==> src/design/pfa_pkg.sv <==
// ----------------------------------------------------------------------------
// pfa_pkg: shared types and constants of the paged frame allocator
// Field widths, opcodes, register selects, beat structs and the sequencer
// state type used by all allocator modules.
// ----------------------------------------------------------------------------
`default_nettype none

package pfa_pkg;

  // Field widths
  localparam int MEM_W      = 25;  // memory_size register and divider dividend
  localparam int FSZ_W      = 17;  // frame_size register and divider divisor
  localparam int BYTES_W    = 24;
  localparam int PID_IN_W   = 16;
  localparam int ADDR_W     = 24;
  localparam int APB_DATA_W = 32;
  localparam int APB_ADDR_W = 3;
  localparam int DIV_STEP_W = $clog2(MEM_W);

  // Register reset values
  localparam logic [MEM_W-1:0] MEM_SIZE_RESET   = MEM_W'(16384);
  localparam logic [FSZ_W-1:0] FRAME_SIZE_RESET = FSZ_W'(64);

  // Register select (byte address bit 2)
  localparam logic REG_MEM_SIZE   = 1'b0;
  localparam logic REG_FRAME_SIZE = 1'b1;

  // Opcodes
  localparam logic OP_ALLOC = 1'b0;
  localparam logic OP_FREE  = 1'b1;

  // Result status codes
  localparam logic ST_OK   = 1'b0;
  localparam logic ST_FAIL = 1'b1;

  typedef struct packed {
    logic               opcode;
    logic [PID_IN_W-1:0] process_id;
    logic [BYTES_W-1:0]  bytes_required;
  } req_t;

  typedef struct packed {
    logic              status;
    logic [ADDR_W-1:0] base_address;
    logic              memory_full;
  } rsp_t;

  typedef struct packed {
    logic             reload;
    logic [MEM_W-1:0] memory_size;
    logic [FSZ_W-1:0] frame_size;
  } cfg_t;

  typedef struct packed {
    logic             start;
    logic [MEM_W-1:0] dividend;
    logic [FSZ_W-1:0] divisor;
  } div_req_t;

  typedef struct packed {
    logic             busy;
    logic             done;
    logic [MEM_W-1:0] quotient;
    logic [FSZ_W-1:0] remainder;
  } div_rsp_t;

  typedef enum logic [3:0] {
    S_CNT_DIV,
    S_CNT_WAIT,
    S_CLEAR,
    S_IDLE,
    S_NEED_DIV,
    S_NEED_WAIT,
    S_HEAD_RD,
    S_BASE,
    S_POP,
    S_FREE,
    S_DONE
  } state_t;

endpackage

`default_nettype wire

==> src/design/pfa_div.sv <==
// ----------------------------------------------------------------------------
// pfa_div: iterative restoring divider
// One quotient bit per cycle; shared between the frame count and the
// frames-needed computation.
// ----------------------------------------------------------------------------
`default_nettype none

module pfa_div (
  input  wire logic              clk,
  input  wire logic              rst,
  input  wire pfa_pkg::div_req_t req,
  output pfa_pkg::div_rsp_t      rsp
);

  logic                              busy;
  logic                              done;
  logic [pfa_pkg::DIV_STEP_W-1:0]    cnt;
  logic [pfa_pkg::MEM_W-1:0]         quot;
  logic [pfa_pkg::FSZ_W-1:0]         rem;
  logic [pfa_pkg::FSZ_W-1:0]         dvsr;
  logic [pfa_pkg::FSZ_W:0]           rem_shift;
  logic [pfa_pkg::FSZ_W:0]           diff;
  logic                              take;

  // Shift in the next dividend bit and trial-subtract
  always_comb begin
    rem_shift = {rem, quot[pfa_pkg::MEM_W-1]};
    diff      = rem_shift - {1'b0, dvsr};
    take      = (rem_shift >= {1'b0, dvsr});
  end

  // Control
  always_ff @(posedge clk) begin
    if (rst) begin
      busy <= 1'b0;
      done <= 1'b0;
      cnt  <= '0;
    end else if (req.start) begin
      busy <= 1'b1;
      done <= 1'b0;
      cnt  <= '0;
    end else if (busy) begin
      cnt <= cnt + 1'b1;
      if (cnt == pfa_pkg::DIV_STEP_W'(pfa_pkg::MEM_W - 1)) begin
        busy <= 1'b0;
        done <= 1'b1;
      end
    end
  end

  // Datapath: dividend bits shift out as quotient bits shift in
  always_ff @(posedge clk) begin
    if (req.start) begin
      quot <= req.dividend;
      rem  <= '0;
      dvsr <= req.divisor;
    end else if (busy) begin
      quot <= {quot[pfa_pkg::MEM_W-2:0], take};
      rem  <= take ? diff[pfa_pkg::FSZ_W-1:0] : rem_shift[pfa_pkg::FSZ_W-1:0];
    end
  end

  assign rsp.busy      = busy;
  assign rsp.done      = done;
  assign rsp.quotient  = quot;
  assign rsp.remainder = rem;

endmodule

`default_nettype wire

==> config.mk <==
export PLATFORM = sky130hd
export DESIGN_NAME = pfa_div
export DESIGN_NICKNAME = d
export VERILOG_FILES = /design/src/design/pfa_pkg.sv /design/src/design/pfa_div.sv
export SDC_FILE = /design/constraint.sdc
export NUM_CORES = 1
export LEC_CHECK = 0
export ABC_AREA = 1
export BUFFER_PORTS_ARGS = -buffer_cell sky130_fd_sc_hd__buf_2
export CAP_MARGIN = 40
export CORE_ASPECT_RATIO = 0.9
export CORE_MARGIN = 8
export CORE_UTILIZATION = 30
export DETAILED_ROUTE_END_ITERATION = 10
export GPL_TIMING_DRIVEN = 0
export HOLD_SLACK_MARGIN = 0.15
export PLACE_DENSITY_LB_ADDON = 0.12
export RECOVER_POWER = 100
export SETUP_SLACK_MARGIN = 0.4
export SYNTH_ARGS = -nofsm -noshare
export SYNTH_HDL_FRONTEND = slang
export SYNTH_SLANG_ARGS = --single-unit
==> constraint.sdc <==
create_clock -name clk -period 2.3 [get_ports clk]
set_input_delay 0.46 -clock clk [delete_from_list [all_inputs] [get_ports clk]]
set_output_delay 0.46 -clock clk [all_outputs]
set_load 0.01 [all_outputs]
; ---- After elaboration in Yosys (flattened, before gate mapping)
; Index checks and enable logic that the tools add are counted.
; Widths: inputs -> output; s select.
[word_totals]
ff_bits = 66
inputBits = 45
elab_cells = 19
output_inout_bits = 44
[op_classes]
reduce_logical = 3
mux = 6
eq_ne = 1
add_sub_neg = 2
n_lt_le_gt_ge = 1
[ops]
columns = operator, count
row1 = $mux 25, 2
row2 = $ge 18x17->1, 1
row3 = $mux 17, 1
row4 = $sub 17x17->17, 1
row5 = $add 5x1->5 const B, 1
row6 = $eq 5x5->1 const B, 1
row7 = $mux 1, 3
row8 = $reduce_and 2->1, 1
row9 = $reduce_bool 2->1, 1
row10 = $reduce_or 2->1, 1

; ---- Longest topological paths before layout
[depth]
depth_word = 4
ltp_mapped = 15
mapped_depth_nobuf = 15

; ---- Least setup slack after synthesis
; No wires, ideal clock.
[synth_path]
path_type = register to register
startpoint = register quot[24] (netlist name)
endpoint = register quot[0] (netlist name) (data pin)
path_stages_with_launch = 11
t_required_ns = 2.038
setup_time_ns = 0.262
path_buffers = 2
synth_period_minus_slack_ns = 1.993
t_arrival_ns = 1.731
setup_slack_ns = 0.307
cell_sequence = edfxtp_1 -> inv_1 -> ha_1 -> inv_1 -> fa_1 -> nand3_1 -> nand3_2 -> nand2_2 -> buf_6 -> buf_6 -> a31oi_1
[synth_via]
elab_chain_cells = 3
[synth_rtl]
columns = item, line
row1 = from (decl), pfa_div.sv:18  ; logic [pfa_pkg::MEM_W-1:0] quot;
row2 = from (signal assigned), pfa_div.sv:54  ; quot <= req.dividend;
row3 = from (signal assigned), pfa_div.sv:58  ; quot <= {quot[pfa_pkg::MEM_W-2:0], take};
row4 = $ge 18x17->1, pfa_div.sv:29  ; take = (rem_shift >= {1'b0, dvsr});
row5 = $mux 25, pfa_div.sv:57  ; end else if (busy) begin
row6 = $mux 25, pfa_div.sv:53  ; if (req.start) begin
; No other way between the ends. The select of a mux whose other input is x is not followed.
; A chain may end at the register's enable or synchronous reset.

; ---- Worst setup path in the final report
[layout_path]
startpoint = register rem[12] (netlist name)
endpoint = register rem[4] (netlist name)
[layout_via]
elab_chain_cells = 2
[layout_rtl]
columns = item, line
row1 = from (decl), pfa_div.sv:19  ; logic [pfa_pkg::FSZ_W-1:0] rem;
row2 = from (signal assigned), pfa_div.sv:59  ; rem <= take ? diff[pfa_pkg::FSZ_W-1:0] : rem_shift[pfa_pkg::FSZ_W-1:0];
row3 = $ge 18x17->1, pfa_div.sv:29
row4 = $mux 17, pfa_div.sv:59
; No other way between the ends.

==> results.py <==
metrics = {
    "status": {
        "status": "completed",
    },
    "clocking": {
        "h-tree-depth": 3,
        "cts_buffers": 9,
        "holdBufCountCts": 0,
        "cts-root-buf": "clkbuf_16",
        "cts.sinks": 66,
        "clockBufferDepth": 2,
        "clk_pin_slew_ns": 0.06,
        "clk_latency_ns": 0.34,
        "cts_tree": "done",
    },
    "timing": {
        "holdWs_ns": 0.291,
        "rsz0062_at_grt": "true",
        "hold_violations": 0,
        "maxSlewViolCount": 0,
        "slew_headroom_pct": 45.0,
        "period_share_pct": 91.0,
        "worstMarginPinSlew_ns": 0.822,
        "finalWorstSetupSlack_ns": 0.208,
        "skew_ns": 0.00589,
        "finalCriticalPeriod_ns": 2.09,
        "timing.fmax_mhz": 478,
        "setup_viol": 0,
        "tns_ns": 0,
    },
    "routing": {
        "viasPerCell": 4.51,
        "wire_per_inst_um": 14.8,
        "drtAntennaViolNets": 0,
        "routed_wirelength_um": 11900,
        "vias": 3625,
        "route.detailed.drc": 0,
        "first_iter_violations": 185,
        "dr.pass1.iters": 4,
    },
    "floorplan": {
        "io_pins": 89,
        "core_area_um2": 12700,
        "initial_utilization_pct": 30.8,
        "die-height_um": 124,
        "die_w_um": 136,
        "dieArea_um2": 17000,
        "num_rows": 39,
    },
    "yosys": {
        "yosys_warnings": 0,
        "ys_types": 36,
        "synth_seq_area_share_pct": 44.4,
        "syn_nets": 579,
        "ys_ff_latch": 66,
        "synthCells": 514,
        "syn_area_um2": 3920,
        "avgSynthCellArea_um2": 7.63,
    },
    "critical_path": {
        "r2r-start": "rem[12]",
        "worst_path_max_delay_cell": "dfxtp_1",
        "cp_num_buf_inv": 4,
        "worstRegToRegCells": 13,
        "timing.rr.end": "rem[4]",
        "crit_required_ns": 2.50,
        "crit_fanout": 5,
        "rrSetupSlack_ns": 0.21,
        "startpoint_type": "flop",
        "crit_type": "reg2reg",
        "worstPathArrival_ns": 2.29,
        "cpLargestDelayFamily": "simple AND/OR/NAND/NOR gates",
        "endpoint_kind": "flop",
        "critPathMaxStageDelay_ns": 0.43,
        "crit_chain": "ha_4, nand2_1, inv_1, nand2_1, nand3_2, clkinv_1, nor2_2, nor2_4, clkbuf_2, buf_6, nand3_1, nand3_1, o21ai_1",
    },
    "final_layout": {
        "mostFrequentLayoutCell": "nand2_1",
        "antenna_cells": 0,
        "layout_common_cells": "nand2_1, inv_1, clkbuf_1",
        "finalNonFillerCells": 804,
        "nets": 701,
        "drive_gt1_share_pct": 27.2,
        "synthToLayoutAreaGrowth_pct": 40.8,
        "fillCellCount": 1285,
    },
    "power": {
        "p_leak_nw": 2.65,
        "total_power_mw": 3.29,
        "ir_drop_mv": 0.360,
        "power.density_nw_per_um2": 596,
    },
    "global_routing": {
        "antenna_found_initial": 0,
        "grt_use_total_pct": 14.3,
        "gr-max-usage-layer": "met2",
        "grtUsageMet3_pct": 4.56,
        "grt_overflow": 0,
        "grt_use_met2_pct": 21.7,
        "grt_pass1_vias": 3565,
        "grt_max_degree": 34,
        "grt_pass1_wl_um": 18900,
        "met1_usage_pct": 18.6,
    },
    "placement": {
        "place_congestion": 0.847,
        "dp_slack_ns": -0.255,
        "dp_cells": 766,
        "place_hpwl_um": 8210,
        "portBuffers": 88,
    },
    "min_path": {
        "min_path_cells": 1,
        "hold_end": "dvsr[9]",
        "hold_path_class": "in2reg",
        "hold_path.startpoint": "req[9]",
    },
    "run": {
        "maxCapViolations": 0,
    },
}
-- timing repair --
action / 4_1_cts / 5_1_grt
gates resized for setup: 72 / 29
pin swaps: 25 / 17
endpoints found under the setup margin: 69 / 27
buffers inserted: 14 / 4
gates cloned: 5 / 0
-- cell families after synthesis --
group / after synthesis / share of synthesized area [%]
AO/OA/AOI/OAI: 28 / 4.18
flip-flops: 66 / 44.4
adder cells (fa/ha/maj): 20 / 6.58
XOR/XNOR: 7 / 1.56
AND/OR/NAND/NOR: 296 / 32.6
buffers and inverters: 97 / 10.6
-- metrics by stage --
stage               area, µm²  util, %
floorplan                3930        -
global placement         4580     35.9
detailed placement       4580     35.9
CTS                      5430     42.6
global route             5520     43.3
finish                   5520     43.3
-- cell type report --
type	instances	area, µm²	share of cell area, %
clock buffers	9	225	4.08
flip-flops and latches	66	1740	31.6
inverters	83	314	5.69
repair buffers	111	653	11.8
plain buffers	14	110	1.99
well taps	164	205	3.72
multi-input cells	351	2190	39.6
clock inverters	6	82.6	1.50
-- flip-flops by register name (all words and copies together) (netlist names) --
signal	count
quot	25
done	1
rem	17
dvsr	17
cnt	5
busy	1
-- per-layer routing --
| metal | vias up | part of all wire (%) |
|---|---|---|
| met3 | 10 | 6.2 |
| met5 | - | 0 |
| li1 | 1867 | - |
| met1 | 1671 | 46 |
| met2 | 77 | 46 |
| met4 | 0 | 1.3 |
-- report_power, final --
part	internal (mW)	total [mW]	switching (mW)	leakage (nW)
Clock	0.936	1.45	0.517	0.153
Combinational	0.172	0.446	0.273	1.88
Sequential	1.35	1.39	0.0395	0.617
-- synth_stat cells --
cell,count,share of area (%)
nand3b_1,7,1.3
ha_1,19,6.1
nand3_2,4,1.0
nand2_1,196,19
inv_2,1,0.096
nor2_4,1,0.29
xor2_1,2,0.45
nand3_1,45,5.7
fa_1,1,0.51
dfxtp_1,24,12
o21ba_2,1,0.26
and2_1,1,0.16
buf_8,1,0.38
xnor2_1,5,1.1
inv_1,80,7.7
edfxtp_1,42,32
nor3b_1,1,0.19
clkbuf_1,6,0.57
o211ai_1,1,0.19
nor2_1,20,1.9
a211oi_1,1,0.19
a31oi_1,2,0.32
buf_4,3,0.57
o21a_1,1,0.19
nand4_1,2,0.32
nor2_2,6,0.96
o21ai_0,5,0.64
buf_6,4,1.1
nand2_2,7,1.1
a21oi_1,10,1.3
o21ai_1,5,0.64
clkinv_1,2,0.19
o21bai_2,1,0.29
nor4_1,1,0.16
nor3_1,5,0.64
o21bai_1,1,0.19
-- worst max-delay path by stage --
stage	start	slack [ns]	to	cells past startpoint
2_1_floorplan	quot[24]	0.38	quot[0]	10
3_3_place_gp	req[42]	-0.24	quot[5]	6
3_5_place_dp	req[42]	-0.26	quot[23]	6
4_1_cts	quot[24]	0.33	rem[14]	13
5_1_grt	quot[24]	0.1	rem[15]	14
6_report	rem[12]	0.21	rem[4]	13
(Power assumes the default switching activity.)
