[src/design/pfa_pkg.sv]
// ----------------------------------------------------------------------------
// pfa_pkg: shared types and constants of the paged frame allocator
// Field widths, opcodes, register selects, beat structs and the sequencer
// state type used by all allocator modules.
// ----------------------------------------------------------------------------
`default_nettype none

package pfa_pkg;

  // Field widths
  localparam int MEM_W      = 25;  // memory_size register and divider dividend
  localparam int FSZ_W      = 17;  // frame_size register and divider divisor
  localparam int BYTES_W    = 24;
  localparam int PID_IN_W   = 16;
  localparam int ADDR_W     = 24;
  localparam int APB_DATA_W = 32;
  localparam int APB_ADDR_W = 3;
  localparam int DIV_STEP_W = $clog2(MEM_W);

  // Register reset values
  localparam logic [MEM_W-1:0] MEM_SIZE_RESET   = MEM_W'(16384);
  localparam logic [FSZ_W-1:0] FRAME_SIZE_RESET = FSZ_W'(64);

  // Register select (byte address bit 2)
  localparam logic REG_MEM_SIZE   = 1'b0;
  localparam logic REG_FRAME_SIZE = 1'b1;

  // Opcodes
  localparam logic OP_ALLOC = 1'b0;
  localparam logic OP_FREE  = 1'b1;

  // Result status codes
  localparam logic ST_OK   = 1'b0;
  localparam logic ST_FAIL = 1'b1;

  typedef struct packed {
    logic               opcode;
    logic [PID_IN_W-1:0] process_id;
    logic [BYTES_W-1:0]  bytes_required;
  } req_t;

  typedef struct packed {
    logic              status;
    logic [ADDR_W-1:0] base_address;
    logic              memory_full;
  } rsp_t;

  typedef struct packed {
    logic             reload;
    logic [MEM_W-1:0] memory_size;
    logic [FSZ_W-1:0] frame_size;
  } cfg_t;

  typedef struct packed {
    logic             start;
    logic [MEM_W-1:0] dividend;
    logic [FSZ_W-1:0] divisor;
  } div_req_t;

  typedef struct packed {
    logic             busy;
    logic             done;
    logic [MEM_W-1:0] quotient;
    logic [FSZ_W-1:0] remainder;
  } div_rsp_t;

  typedef enum logic [3:0] {
    S_CNT_DIV,
    S_CNT_WAIT,
    S_CLEAR,
    S_IDLE,
    S_NEED_DIV,
    S_NEED_WAIT,
    S_HEAD_RD,
    S_BASE,
    S_POP,
    S_FREE,
    S_DONE
  } state_t;

endpackage

`default_nettype wire

[src/design/pfa_apb.sv]
// ----------------------------------------------------------------------------
// pfa_apb: configuration register port
// Holds memory_size and frame_size; flags every completed write so the
// allocator reloads its free queue and owner table.
// ----------------------------------------------------------------------------
`default_nettype none

module pfa_apb (
  input  wire logic                           clk,
  input  wire logic                           rst,
  input  wire logic                           psel,
  input  wire logic                           penable,
  input  wire logic                           pwrite,
  input  wire logic [pfa_pkg::APB_ADDR_W-1:0] paddr,
  input  wire logic [pfa_pkg::APB_DATA_W-1:0] pwdata,
  output logic      [pfa_pkg::APB_DATA_W-1:0] prdata,
  output logic                                pready,
  output pfa_pkg::cfg_t                       cfg
);

  logic                      wr;
  logic [pfa_pkg::MEM_W-1:0] memory_size;
  logic [pfa_pkg::FSZ_W-1:0] frame_size;

  assign pready = 1'b1;
  assign wr     = psel && penable && pwrite;

  // Register write
  always_ff @(posedge clk) begin
    if (rst) begin
      memory_size <= pfa_pkg::MEM_SIZE_RESET;
      frame_size  <= pfa_pkg::FRAME_SIZE_RESET;
    end else if (wr) begin
      unique case (paddr[2])
        pfa_pkg::REG_MEM_SIZE:   memory_size <= pwdata[pfa_pkg::MEM_W-1:0];
        pfa_pkg::REG_FRAME_SIZE: frame_size  <= pwdata[pfa_pkg::FSZ_W-1:0];
      endcase
    end
  end

  // Register read
  always_comb begin
    unique case (paddr[2])
      pfa_pkg::REG_MEM_SIZE:   prdata = pfa_pkg::APB_DATA_W'(memory_size);
      pfa_pkg::REG_FRAME_SIZE: prdata = pfa_pkg::APB_DATA_W'(frame_size);
    endcase
  end

  assign cfg.reload      = wr;
  assign cfg.memory_size = memory_size;
  assign cfg.frame_size  = frame_size;

endmodule

`default_nettype wire

[config.mk]
export PLATFORM = sky130hd
export DESIGN_NAME = pfa_apb
export DESIGN_NICKNAME = d
export VERILOG_FILES = /design/src/design/pfa_pkg.sv /design/src/design/pfa_apb.sv
export SDC_FILE = /design/constraint.sdc
export NUM_CORES = 1
export LEC_CHECK = 0
export ABC_AREA = 1
export CORE_ASPECT_RATIO = 0.9
export CORE_MARGIN = 2
export CORE_UTILIZATION = 45
export DETAILED_ROUTE_END_ITERATION = 10
export DONT_BUFFER_PORTS = 1
export PLACE_DENSITY = 0.69
export SYNTH_ARGS = -nofsm -noshare
export SYNTH_HDL_FRONTEND = slang
export SYNTH_SLANG_ARGS = --single-unit
[constraint.sdc]
create_clock -name clk -period 0.9 [get_ports clk]
set_input_delay 0.09 -clock clk [delete_from_list [all_inputs] [get_ports clk]]
set_output_delay 0.09 -clock clk [all_outputs]
set_load 0.02 [all_outputs]
# After elaboration in Yosys (flattened, before gate mapping)
# Cells that the tools add are included.
# Widths: inputs -> output; s select.
[totals]
out_inout_bits = 76
regBits = 42
inputBits = 40
[op_classes]
n_reduce_logical = 4
bitwise_logic = 1
mux = 1
[ops]
columns = ["op", "count"]
rows = [
  ["$pmux 32 s2", 1],
  ["$reduce_and 2->1", 2],
  ["$logic_and 1x1->1", 2],
  ["$not 1->1", 1],
]

# Depth between registers and ports, before layout
# Gate-level depths: netlist of run 1.
[depth]
depth_word = 3
depth_mapped = 6

# Worst setup path before layout of run 1
# No wires, ideal clock.
[synth_path]
path_type = "flip-flop to output port"
start = "reg memory_size[17] (netlist name)"
end = "out prdata[17] (netlist name)"
slack_ps = 28
path_stages_with_launch = 3
t_arrival_ps = 782
cell_sequence = "dfxtp_1 -> inv_1 -> nor2_1"
[synth_between]
elab_chain_len = 1
[synth_rtl]
columns = ["element", "line_no", "rtl"]
rows = [
  ["start, declared", "pfa_apb.sv:22", "logic [pfa_pkg::MEM_W-1:0] memory_size;"],
  ["start signal, assigned", "pfa_apb.sv:31", "memory_size <= pfa_pkg::MEM_SIZE_RESET;"],
  ["start signal, assigned", "pfa_apb.sv:35", "pfa_pkg::REG_MEM_SIZE: memory_size <= pwdata[pfa_pkg::MEM_W-1:0];"],
  ["$pmux 32 s2", "pfa_apb.sv:43", "unique case (paddr[2])"],
  ["end, declared", "pfa_apb.sv:16", "output logic [pfa_pkg::APB_DATA_W-1:0] prdata,"],
]
# No other way between the ends. The select of a mux whose other input is x is not followed.

# Worst setup path after layout of run 1
[layout_path]
start = "reg memory_size[19] (netlist name)"
end = "out prdata[19] (netlist name)"
# Same word-level chain as after synthesis.

==> results.txt, run 1 <==
* Outcome: finished with violations
* Failing checks: hold timing, setup timing
* Effective utilization at floorplan: 0.477
- Fraction of final layout cells with drive strength greater than 1: 0.452
- Flops & latches, synth: 42
- After detailed routing, the number of remaining DRC violations is 0.
- Number of port buffers: 0
- Global-route wire length before repair: 8970 um
* Number of global-route vias before repair: ~1900
* Pre-CTS WS: roughly 0.086 ns
- Data arrives at the worst endpoint at between 0.9 and 1 ns.
- STA classifies the critical path endpoint as a primary output.
- The longest clock path from root to sink contains 2 buffers.
- Number of routed nets with antenna violations: 0
- Boundary Pins: between 100 and 150
* Critical path class: reg2out
- In this run, the number of DRC markers left after iteration 0 of detailed routing was just over 90.
* Post-route worst setup slack: -0.102 ns
* Number of distinct library cells after synthesis: 18
- H-tree depth: 2
* DIE HEIGHT: 69.9 um
* RSZ-0062 raised after global routing: yes
- Footprint of the multi-input gates: 1250 um^2
- Final Net Count: 431
* Number of diodes: 0
* Post-route setup TNS: -1.01 ns
* Sequential element share of the synthesized area: 0.388
- Average via count per standard cell: around 4.8
- The cell count after synthesis came out at ~340.
* Data required time of the critical path: 0.81 ns
- Sinks on Clock Net: 42
- For this design the static power due to leakage is roughly 0.0015 uW.
- At the end of the flow the core is filled with cells to 0.695.
* VDD IR-drop max: roughly 0.00095 V
* Die area: 5390 um^2
- Final routed wirelength across all metal layers: ~5900 um
- Floorplan die width: about 77 um
- Dividing the detail-routed wire length by the instance count gives about 13 um.
* Clock insertion delay at the later pin of the skew report: between 0.2 and 0.3 ns
- Detailed routing inserted a total of around 2200 vias.
* Row cnt: 23
* Power per unit of standard cell area: ~1300 nW/um^2
- CTS tree: yes
* Final setup violation count: 26
- Footprint of the flip-flops and latches: slightly above 900 um^2
- Counting both buffers and inverters, the worst setup path holds a total of 2.
- Count of fill cells added during filler insertion: between 400 and 500
* Number of CTS-inserted buffers: 5
- Critical path's largest stage delay: roughly 0.35 ns
- Max-Cap Viols: 0
- The final max-slew violation count came to 0.
- Along the worst path, the maximum fanout reaches 3.
* List of cells traversed by the critical path: inv_2 -> nor2_2 -> buf_4
* Root cell of the clock tree: sky130_fd_sc_hd__clkbuf_8
- The mapped netlist covers between 2000 and 2500 um^2.
- Worst-case clock skew: 0 ns
- Final hold viol count: 4
- The worst setup path is launched from a flip-flop.
- F_max: approximately 1 GHz
- The pre-antenna-repair detailed-routing pass consisted of 5 iterations.
- Launching instance or port of the critical path: memory_size[19]
* Hold_ws: -0.0168 ns
- Kind of path behind the tightest hold check: in2reg
* Initial antenna violation count: 0
- After synthesis, the mean cell area works out to ~6.4 um^2.
- Detailed placement ended at an HPWL of around 3500 um.
- At the end of routability-driven placement, the weighted congestion stood at 0.731.
- Worst Hold Launch: paddr[2]
* Count of synthesis-stage warnings from yosys: 0
* Launching point of the worst reg2reg path: frame_size[1]
- Global routing finished with a remaining overflow of 0.
- Core Area: ~4500 um^2
- Counting I/O delays and the setup requirement, the final critical path takes 1.00 ns.
* Gate family responsible for the most delay along the worst path: flip-flops
- In the global route stage, overall resource usage came out at 0.204.
- Clock-pin transition on the worst setup and hold timing paths: 0.08 ns
* Final critical-path share of the clock period: 1.11
- On the critical path, the stage with the largest delay is an instance of sky130_fd_sc_hd__dfxtp_2.
- From synthesis to final layout, the design area changed by 45.6%.
- Entering global routing, the biggest net connects 45 pins.
[timing repair]
item	4_1_cts	5_1_grt
resized for setup	83	74
pin swaps	22	24
buffers inserted	1	2
hold buffers	4	2
endpoints found under the setup margin	53	40
hold endpoints to repair	24	10
[flip-flops by register name, summed over array words and instances, names as in the netlist]
| name | count |
|---|---|
| frame_size | 17 |
| memory_size | 25 |
[power by group]
part	total (uW)	internal (uW)	switching, uW	leakage, uW
Combinational	779	311	469	0.00111
Sequential	1990	1920	68.3	0.000361
Clock	1230	619	607	0.0000482
Total	3990	2850	1140	0.00152
[kinds of logic (layout without fill, tap and decap cells)]
logic type,Yosys count,in the layout,synth area share
flip-flops,42,42,0.388
AND/OR/NAND/NOR,228,228,0.443
other,2,8,0.00346
AO/OA/AOI/OAI,2,2,0.00461
buffers and inverters,65,112,0.161
[path summary, 6_finish.rpt]
kind	to	slack, ns	depth (start not counted)
max	prdata[19]	-0.10	3
min	frame_size[0]	-0.02	3
min reg2reg	memory_size[0]	0.50	2
max reg2reg	frame_size[1]	0.11	3
[worst min-delay path, delay by kind of cell]
kind             cells  cell delay (ns)
and+or+nand+nor      3             0.15
[cells in the mapped netlist, drive strengths merged]
library cell	number	area (um^2)
nand2	94	353
inv	35	134
clkbuf	4	15.0
clkinv	1	3.75
o21ai	2	10.0
nand3	43	228
conb	2	7.51
buf	25	196
nor2	91	382
dfxtp	42	841
[layout by cell type (no fill, tap or decap)]
cell type / count
sky130_fd_sc_hd__conb_1: 8
sky130_fd_sc_hd__dlygate4sd3_1: 6
sky130_fd_sc_hd__nand2_2: 30
sky130_fd_sc_hd__dfxtp_4: 7
sky130_fd_sc_hd__clkbuf_1: 1
sky130_fd_sc_hd__buf_4: 31
sky130_fd_sc_hd__inv_1: 27
sky130_fd_sc_hd__clkbuf_8: 6
sky130_fd_sc_hd__inv_4: 1
sky130_fd_sc_hd__clkinv_1: 1
sky130_fd_sc_hd__nor2_1: 84
sky130_fd_sc_hd__nor2_2: 2
sky130_fd_sc_hd__clkinv_2: 1
sky130_fd_sc_hd__nor2_4: 3
sky130_fd_sc_hd__nand2_4: 20
sky130_fd_sc_hd__buf_12: 6
sky130_fd_sc_hd__nand3_4: 1
sky130_fd_sc_hd__buf_6: 25
sky130_fd_sc_hd__o21ai_0: 2
sky130_fd_sc_hd__nand3_1: 42
sky130_fd_sc_hd__dfxtp_2: 35
sky130_fd_sc_hd__nor2_8: 2
sky130_fd_sc_hd__nand2_1: 44
sky130_fd_sc_hd__inv_2: 7
[layer usage]
layer  track usage  vias to the layer above  routed length (um)
li1              -                     1098                   -
met1         0.248                      968                2320
met2         0.357                       84                3000
met3        0.0504                       13                 413
met4        0.0595                        0                 138
met5             0                        -                   0
[final cells by class]
type                    instances  area share
clock inverters                 1     0.00158
well taps                      62      0.0246
multi-input cells             238       0.395
repair buffers                 68       0.220
flip-flops and latches         42       0.288
inverters                      36      0.0436
clock buffers                   7      0.0273
[stage by stage]
step	total power, uW	hold WS [ns]	instance area [um^2]	std cells
final	3990	-0.0168	3160	454
after global routing	4200	0.00188	3160	454
after CTS	3970	-0.0508	2890	450
after detailed placement	2680	0.224	2580	437
after global placement	2670	0.220	2580	437
after floorplan	2530	0.216	2190	345
No activity file was read; power rests on OpenSTA's default activity.
==> run 2, diff against run 1 <==
- REMOVE_ABC_BUFFERS: not set -> 1
- SLEW_MARGIN: not set -> 40
==> results.txt, run 2 (synthesis results as in run 1) <==
- Failing checks: hold timing, setup timing
- Finished Layout Cells: 453 (-0.22%)
- Largest registers: memory_size: 25 flops, frame_size: 17 flops
* Clock-pin transition on the worst setup and hold timing paths: 0.08 ns (about the same)
- F_max: 0.963 GHz (-3.5%)
* Type of origin of the critical path: flip-flop
- Final critical-path share of the clock period: 1.15 (+0.0407)
- Path depth of the worst reg2reg path: 3 (unchanged)
- The antenna diode instance count is 0 (unchanged).
- Root cell of the clock tree: sky130_fd_sc_hd__clkbuf_8
* Final hold viol count: 5 (+1)
- Final setup violation count: 17 (-35%)
- The die outline area came to 5390 um^2 (unchanged).
- STA classifies the critical path endpoint as a primary output.
- Final worst path period need: 1.04 ns (+0.0367 ns)
* Average wire per cell in the routed design: 12.7 um (-2.1%)
- The number of instances on the worst hold path came to 3 (unchanged).
- The total number of vias was 2158 (-0.23%).
- The highest net fanout along the worst path was 3 (unchanged).
- The leakage dissipation was 0.00150 uW (-0.76%).
* Initial antenna violation count: 0 (unchanged)
- The worst-case hold slack was -0.0193 ns (-0.00251 ns).
- Residual DRC count: 0 (unchanged)
- The weighted congestion reported at the end of routability-driven placement is 0.776 (+6.2%).
- Cell area after layout: 3150 um^2 (-0.36%)
- The number of global-route vias before repair came to 1970 (+3.4%).
* Pwr Total: 4010 uW (+0.47%)
* Initial DRC count: 90 (-3.2%)
- The overflow left after global routing is 0 (unchanged).
* Final Net Count: 430 (-0.23%)
- Number of routed nets with antenna violations: 0 (unchanged)
- Area grow syn2layout: 45.1%
* Slack of the worst reg-to-reg path: 0.19 ns (+0.08 ns)
- The number of flip-flops under the largest register name is 25 (unchanged).
- The total routed wirelength came to 5740 um (-2.3%).
- Power per unit of standard cell area: 1270 nW/um^2 (+0.83%)
- H-tree depth: 2 (unchanged)
- The worst ir drop on vdd is 0.000922 V (-3.3%).
- Global-route wire length before repair: 9160 um (+2.1%)
- Pre-CTS WS: 0.0739 ns (-0.0125 ns)
- Longest Clk Path Bufs: 2 (unchanged)
- Number of detailed-routing iterations run before antenna repair: 4 (-1)
- Row cnt: 23 (unchanged)
- Critical path class: reg2out
* All-layer global routing usage: 0.207 (+0.00262)
- The number of CTS-inserted buffers came to 5 (unchanged).
* Worst-case clock skew: 0 ns (unchanged)
* Floorplan die width: 77.2 um (unchanged)
- The instance area at placement came to 2590 um^2 (+0.49%).
- Max-Cap Viols: 0 (unchanged)
* Number of placed instances with taps included: 437 (unchanged)
- Outcome: finished with violations
- Pin count of the biggest net entering global routing: 45 (unchanged)
- RSZ-0062 raised after global routing: yes
* Boundary Pins: 116 (unchanged)
- In the layout the commonest cells are sky130_fd_sc_hd__nor2_1, sky130_fd_sc_hd__nand2_1, sky130_fd_sc_hd__nand3_1.
* Post-route worst setup slack: -0.138 ns (-0.0367 ns)
- The via density per instance was 4.76 (about the same).
- The total core area is 4550 um^2 (unchanged).
- Leaving out fill and tap cells, the most frequent cell in the layout is sky130_fd_sc_hd__nor2_1.
- Clock insertion delay at the later pin of the skew report: 0.29 ns (about the same)
- Cts hold-fix bufs: 5 (+1)
* Kind of path behind the tightest hold check: in2reg
- Number of port buffers: 0 (unchanged)
- TritonCTS built the clock tree.
- The overall die height is 69.9 um (unchanged).
* Register ranked first by flip-flop count: memory_size
- Sinks on Clock Net: 42 (unchanged)
* Fraction of final layout cells with drive strength greater than 1: 0.455 (+0.00371)
* HPWL after DPL: 3460 um (-2.3%)
- The required time reported for the critical path endpoint was 0.81 ns (about the same).
- Final number of max-transition violations: 0 (unchanged)
- The data arrival time at the worst-slack endpoint was 0.95 ns (+0.04 ns).
- Effective utilization at floorplan: 0.477 (unchanged)
==> run 2: area by class of cell <==
class	instances	area [um^2]
clock buffer	6	82.6
clock inverter	2	12.5
fill	401	1400
inverter	36	138
multi-input combinational	238	1250
sequential	42	908
tap	62	77.6
timing repair buffer	67	682
==> run 2: repair_timing <==
action,4_1_cts,5_1_grt
setup buffers,2,1
setup endpoints to repair,51,41
gates resized for setup,82,70
pin swaps,18,29
hold endpoints to repair,24,11
==> run 2: path summary, 6_finish.rpt <==
kind	from	endpoint
worst min-delay path	paddr[2]	frame_size[10]
worst max register to register	memory_size[15]	memory_size[15]
worst max-delay path	memory_size[24]	prdata[24]
worst min register to register	frame_size[12]	frame_size[12]
==> run 2: where the power goes <==
part	internal (uW)	switching (uW)	total [uW]
combinational	308	464	772
sequential	1920	66.1	1990
clock	616	636	1250
==> run 2: stage by stage <==
stage,util,TNS (ns)
CTS,0.643,-1.09
global placement,0.569,0
detailed placement,0.569,0
global route,0.692,-1.95
floorplan,-,-7.07
finish,0.692,-0.963
==> run 2: routing by layer <==
layer / up-vias / track usage / share of wire
li1: 1096 / - / -
met1: 965 / 0.257 / 0.42
met2: 88 / 0.348 / 0.50
met3: 9 / 0.0568 / 0.066
met4: 0 / 0.0675 / 0.018
met5: - / 0 / 0
==> run 2: critical path, cell delays in order, from the launching register on <==
cell	delay, ns
sky130_fd_sc_hd__dfxtp_2	0.36
sky130_fd_sc_hd__inv_2	0.04
sky130_fd_sc_hd__nor2_2	0.11
sky130_fd_sc_hd__buf_4	0.15
==> run 3, diff against run 2 <==
- ABC_AREA: 1 -> not set
==> results.txt, run 3 <==
- Outcome: finished with violations
- Failing checks: hold timing, setup timing
- The antenna diode instance count came to 0 (unchanged).
- sky130_fd_sc_hd__dfxtp_1 takes more of the synthesized area than any other cell.
- Final setup violation count: 53 (+36)
- Average via count per standard cell: 4.80 (+0.85%)
- The clock group share of total power was 0.301 (-0.011).
- List of cells traversed by the critical path: nor2b_1 -> buf_4
- Worst Hold Path EP: frame_size[3]
- Post-route worst setup slack: -0.131 ns (+0.00762 ns)
* Switching power: 859 uW (-26%)
- The number of flops mapped to enable cells by yosys was 0 (unchanged).
- The max capacitance violation total is 0 (unchanged).
- Row cnt: 23 (unchanged)
* Placed Area: 2500 um^2 (-3.4%)
- Boundary Pins: 116 (unchanged)
- Endpoint type of the worst setup path: primary output
* Data required time of the critical path: 0.81 ns (about the same)
- For this design, the slowest cell found on the critical path is sky130_fd_sc_hd__dfxtp_2.
- The maximum achievable frequency was 0.970 GHz (+0.74%).
* Reported leakage power: 0.00159 uW (+5.6%)
- The number of flip-flops under the largest register name came to 25 (unchanged).
- Cell area after layout: 3510 um^2 (+11%)
- Among cell families on the critical path, the largest total delay comes from flip-flops.
- The part of the power in combinational logic is 0.168 (-0.024).
- Final worst path period need: 1.03 ns (-0.00762 ns)
* Type of origin of the critical path: flip-flop
- The initial antenna violation count is 0 (unchanged).
- The final core utilization was 0.777 (+0.0844).
- The total routed wirelength was 5920 um (+3.2%).
- The port buffer count is 0 (unchanged).
* Total standard cell area after synthesis: 2130 um^2 (-1.6%)
- The maximum clock skew at final layout is 0 ns (unchanged).
- Worst Hold Launch: rst
- The number of violations reported at the end of detailed-routing iteration 0 came to 44 (-51%).
- Largest registers: memory_size: 25 flops, frame_size: 17 flops
* Fraction of final layout cells with drive strength greater than 1: 0.541 (+0.0859)
- The highest net fanout along the worst path came to 3 (unchanged).
* Clock insertion delay at the later pin of the skew report: 0.28 ns (about the same)
- Effective utilization at floorplan: 0.472 (-0.00471)
- The first-pass iteration count of the detailed router is 4 (unchanged).
- The flip-flop and latch count after synthesis came to 42 (unchanged).
* HPWL after DPL: 2940 um (-15%)
- The post-synthesis cell count is 207 (-39%).
- The share of synthesized flip-flops with an asynchronous set or reset was 0 (unchanged).
- The maximum root-to-sink buffer count was 2 (unchanged).
- The overflow left after global routing was 0 (unchanged).
- Pin count of the biggest net entering global routing: 70 (+56%)
- The die outline area was 5310 um^2 (-1.5%).
- Core Area: 4520 um^2 (-0.63%)
- Number of global-route vias before repair: 1798 (-8.7%)
- Area contributors post-synth: sky130_fd_sc_hd__dfxtp_1, sky130_fd_sc_hd__mux2i_1, sky130_fd_sc_hd__nand2b_1, sky130_fd_sc_hd__mux2_2, sky130_fd_sc_hd__buf_4
* RSZ-0062 raised after global routing: yes
* Final critical-path share of the clock period: 1.15 (-0.00847)
* Launching instance or port of the critical path: memory_size[19]
* Number of distinct library cells after synthesis: 16 (-2)
* Power per unit of standard cell area: 1040 nW/um^2 (-18%)
- The CTS H-tree depth was 2 (unchanged).
- Slack of the worst reg-to-reg path: 0.03 ns (-0.16 ns)
- Depth of the worst hold-timing path: 2 (-1)
- CTS tree: yes
- The internal portion of total power is 2800 uW (-1.8%).
- The data arrival time at the worst-slack endpoint came to 0.94 ns (about the same).
* Sinks on Clock Net: 42 (unchanged)
- Register ranked first by flip-flop count: memory_size
* Average wire per cell in the routed design: 15.7 um (+24%)
* Count leader, synth: sky130_fd_sc_hd__nand2b_1
* VDD IR-drop max: 0.000674 V (-27%)
- The average footprint of a synthesized cell is 10.3 um^2 (+61%).
* Number of CTS-inserted buffers: 5 (unchanged)
- The total power after layout is 3660 uW (-8.9%).
- Count of synthesis-stage warnings from yosys: 0 (unchanged)
* Critical path class: reg2out
* Fraction of synthesized cell area taken by the top area cell type: 0.394 (+0.00636)
* Root cell of the clock tree: sky130_fd_sc_hd__clkbuf_8
* Pre-CTS WS: 0.0247 ns (-0.0492 ns)
* Most frequent cells after synthesis: sky130_fd_sc_hd__nand2b_1, sky130_fd_sc_hd__dfxtp_1, sky130_fd_sc_hd__mux2i_1
- The final routed DRC violation total came to 0 (unchanged).
- Final number of max-transition violations: 0 (unchanged)
- DIE HEIGHT: 69.3 um (-0.76%)
* Top flip-flop cell by instance count after synthesis: sky130_fd_sc_hd__dfxtp_1
- Final hold viol count: 12 (+7)
- The final layout net count was 356 (-17%).
- Path depth of the worst reg2reg path: 5 (+2)
- The x dimension of the die is 76.6 um (-0.76%).
- Finished Layout Cells: 378 (-17%)
* Global-route wire length before repair: 8890 um (-2.9%)
* All-layer global routing usage: 0.208 (+0.00131)
- RR Endpoint: memory_size[4]
- Kind of path behind the tightest hold check: in2reg
- Number of placed instances with taps included: 306 (-30%)
- Hold_ws: -0.0198 ns (-0.000556 ns)
- The library cell used most frequently in the layout, excluding fill and tap cells, is sky130_fd_sc_hd__nand2b_1.
- The weighted congestion reported at the end of routability-driven placement was 0.633 (-19%).
- Leaving out fill and tap cells, the most frequent cells in the layout are sky130_fd_sc_hd__nand2b_1, sky130_fd_sc_hd__buf_6, sky130_fd_sc_hd__mux2i_1, sky130_fd_sc_hd__dfxtp_2, sky130_fd_sc_hd__buf_4.
- Register share of total power: 0.531 (+0.035)
* Switching part of the total power: 0.235 (-0.0555)
- The post-detailed-route count of antenna-violating nets is 0 (unchanged).
- Launching point of the worst reg2reg path: memory_size[4]
- Sequential element share of the synthesized area: 0.394 (+0.00636)
- Critical path's largest stage delay: 0.35 ns (about the same)
* Number of vias after detailed routing: 1816 (-16%)
* Clock-pin transition on the worst setup and hold timing paths: 0.07 ns (about the same)
* Buffer and inverter count on the worst path: 1 (-1)
* Area grow syn2layout: 64.4%
run 3: changes by cell type after synthesis, sizes merged, moves of 17 or more:
cell    previous run  this run
mux2i              0        42
nand3             43         0
nand2b             0        65
nor2              91         4
mux2               0        17
inv               35         0
nand2             94         0
run 3: metrics by stage:
step | hold WS, ns | setup TNS (ns)
finish | -0.0198 | -3.55
global route | -0.0381 | -5.33
CTS | -0.0348 | -3.57
detailed placement | 0.255 | 0
global placement | 0.247 | 0
floorplan | 0.245 | -13.40
run 3: cell type report:
| class | instances | area (um^2) |
|---|---|---|
| timing repair buffer | 119 | 1200 |
| fill | 306 | 1010 |
| clock buffer | 7 | 76.3 |
| sequential | 42 | 893 |
| tap | 62 | 77.6 |
| multi-input combinational | 148 | 1260 |
run 3: power by group through the flow:
stage,Combinational (uW),Clock [uW],Sequential [uW]
global route,650,1230,1940
detailed placement,406,0,1970
floorplan,251,0,2020
finish,614,1100,1940
CTS,559,1150,1940
global placement,401,0,1970
run 3: cells by family after synthesis:
kind of cell	share of synthesized area
mux	0.287
flops	0.394
simple gates	0.239
other cells	0.00352
buf+inv	0.0774
run 3: layer usage:
| layer | vias up | track usage | wire length (um) |
|---|---|---|---|
| met2 | 76 | 0.394 | 3180 |
| met5 | - | 0 | 0 |
| met4 | 0 | 0.0384 | 59 |
| met3 | 8 | 0.0651 | 370 |
| li1 | 880 | - | - |
| met1 | 852 | 0.229 | 2310 |
run 3: worst max-delay path by stage:
stage	cells after the start	slack, ns	to
floorplan	2	-0.54	memory_size[0]
global placement	3	0.04	memory_size[16]
detailed placement	3	0.02	memory_size[16]
CTS	1	-0.13	prdata[0]
global route	2	-0.18	prdata[19]
finish	2	-0.13	prdata[19]
run 3: timing repair:
item	4_1_cts	5_1_grt
endpoints found under the setup margin	33	49
hold endpoints to repair	42	27
hold buffers	18	2
resized for setup	98	33
setup buffers	28	17
cloned	0	0
pin swaps	0	0
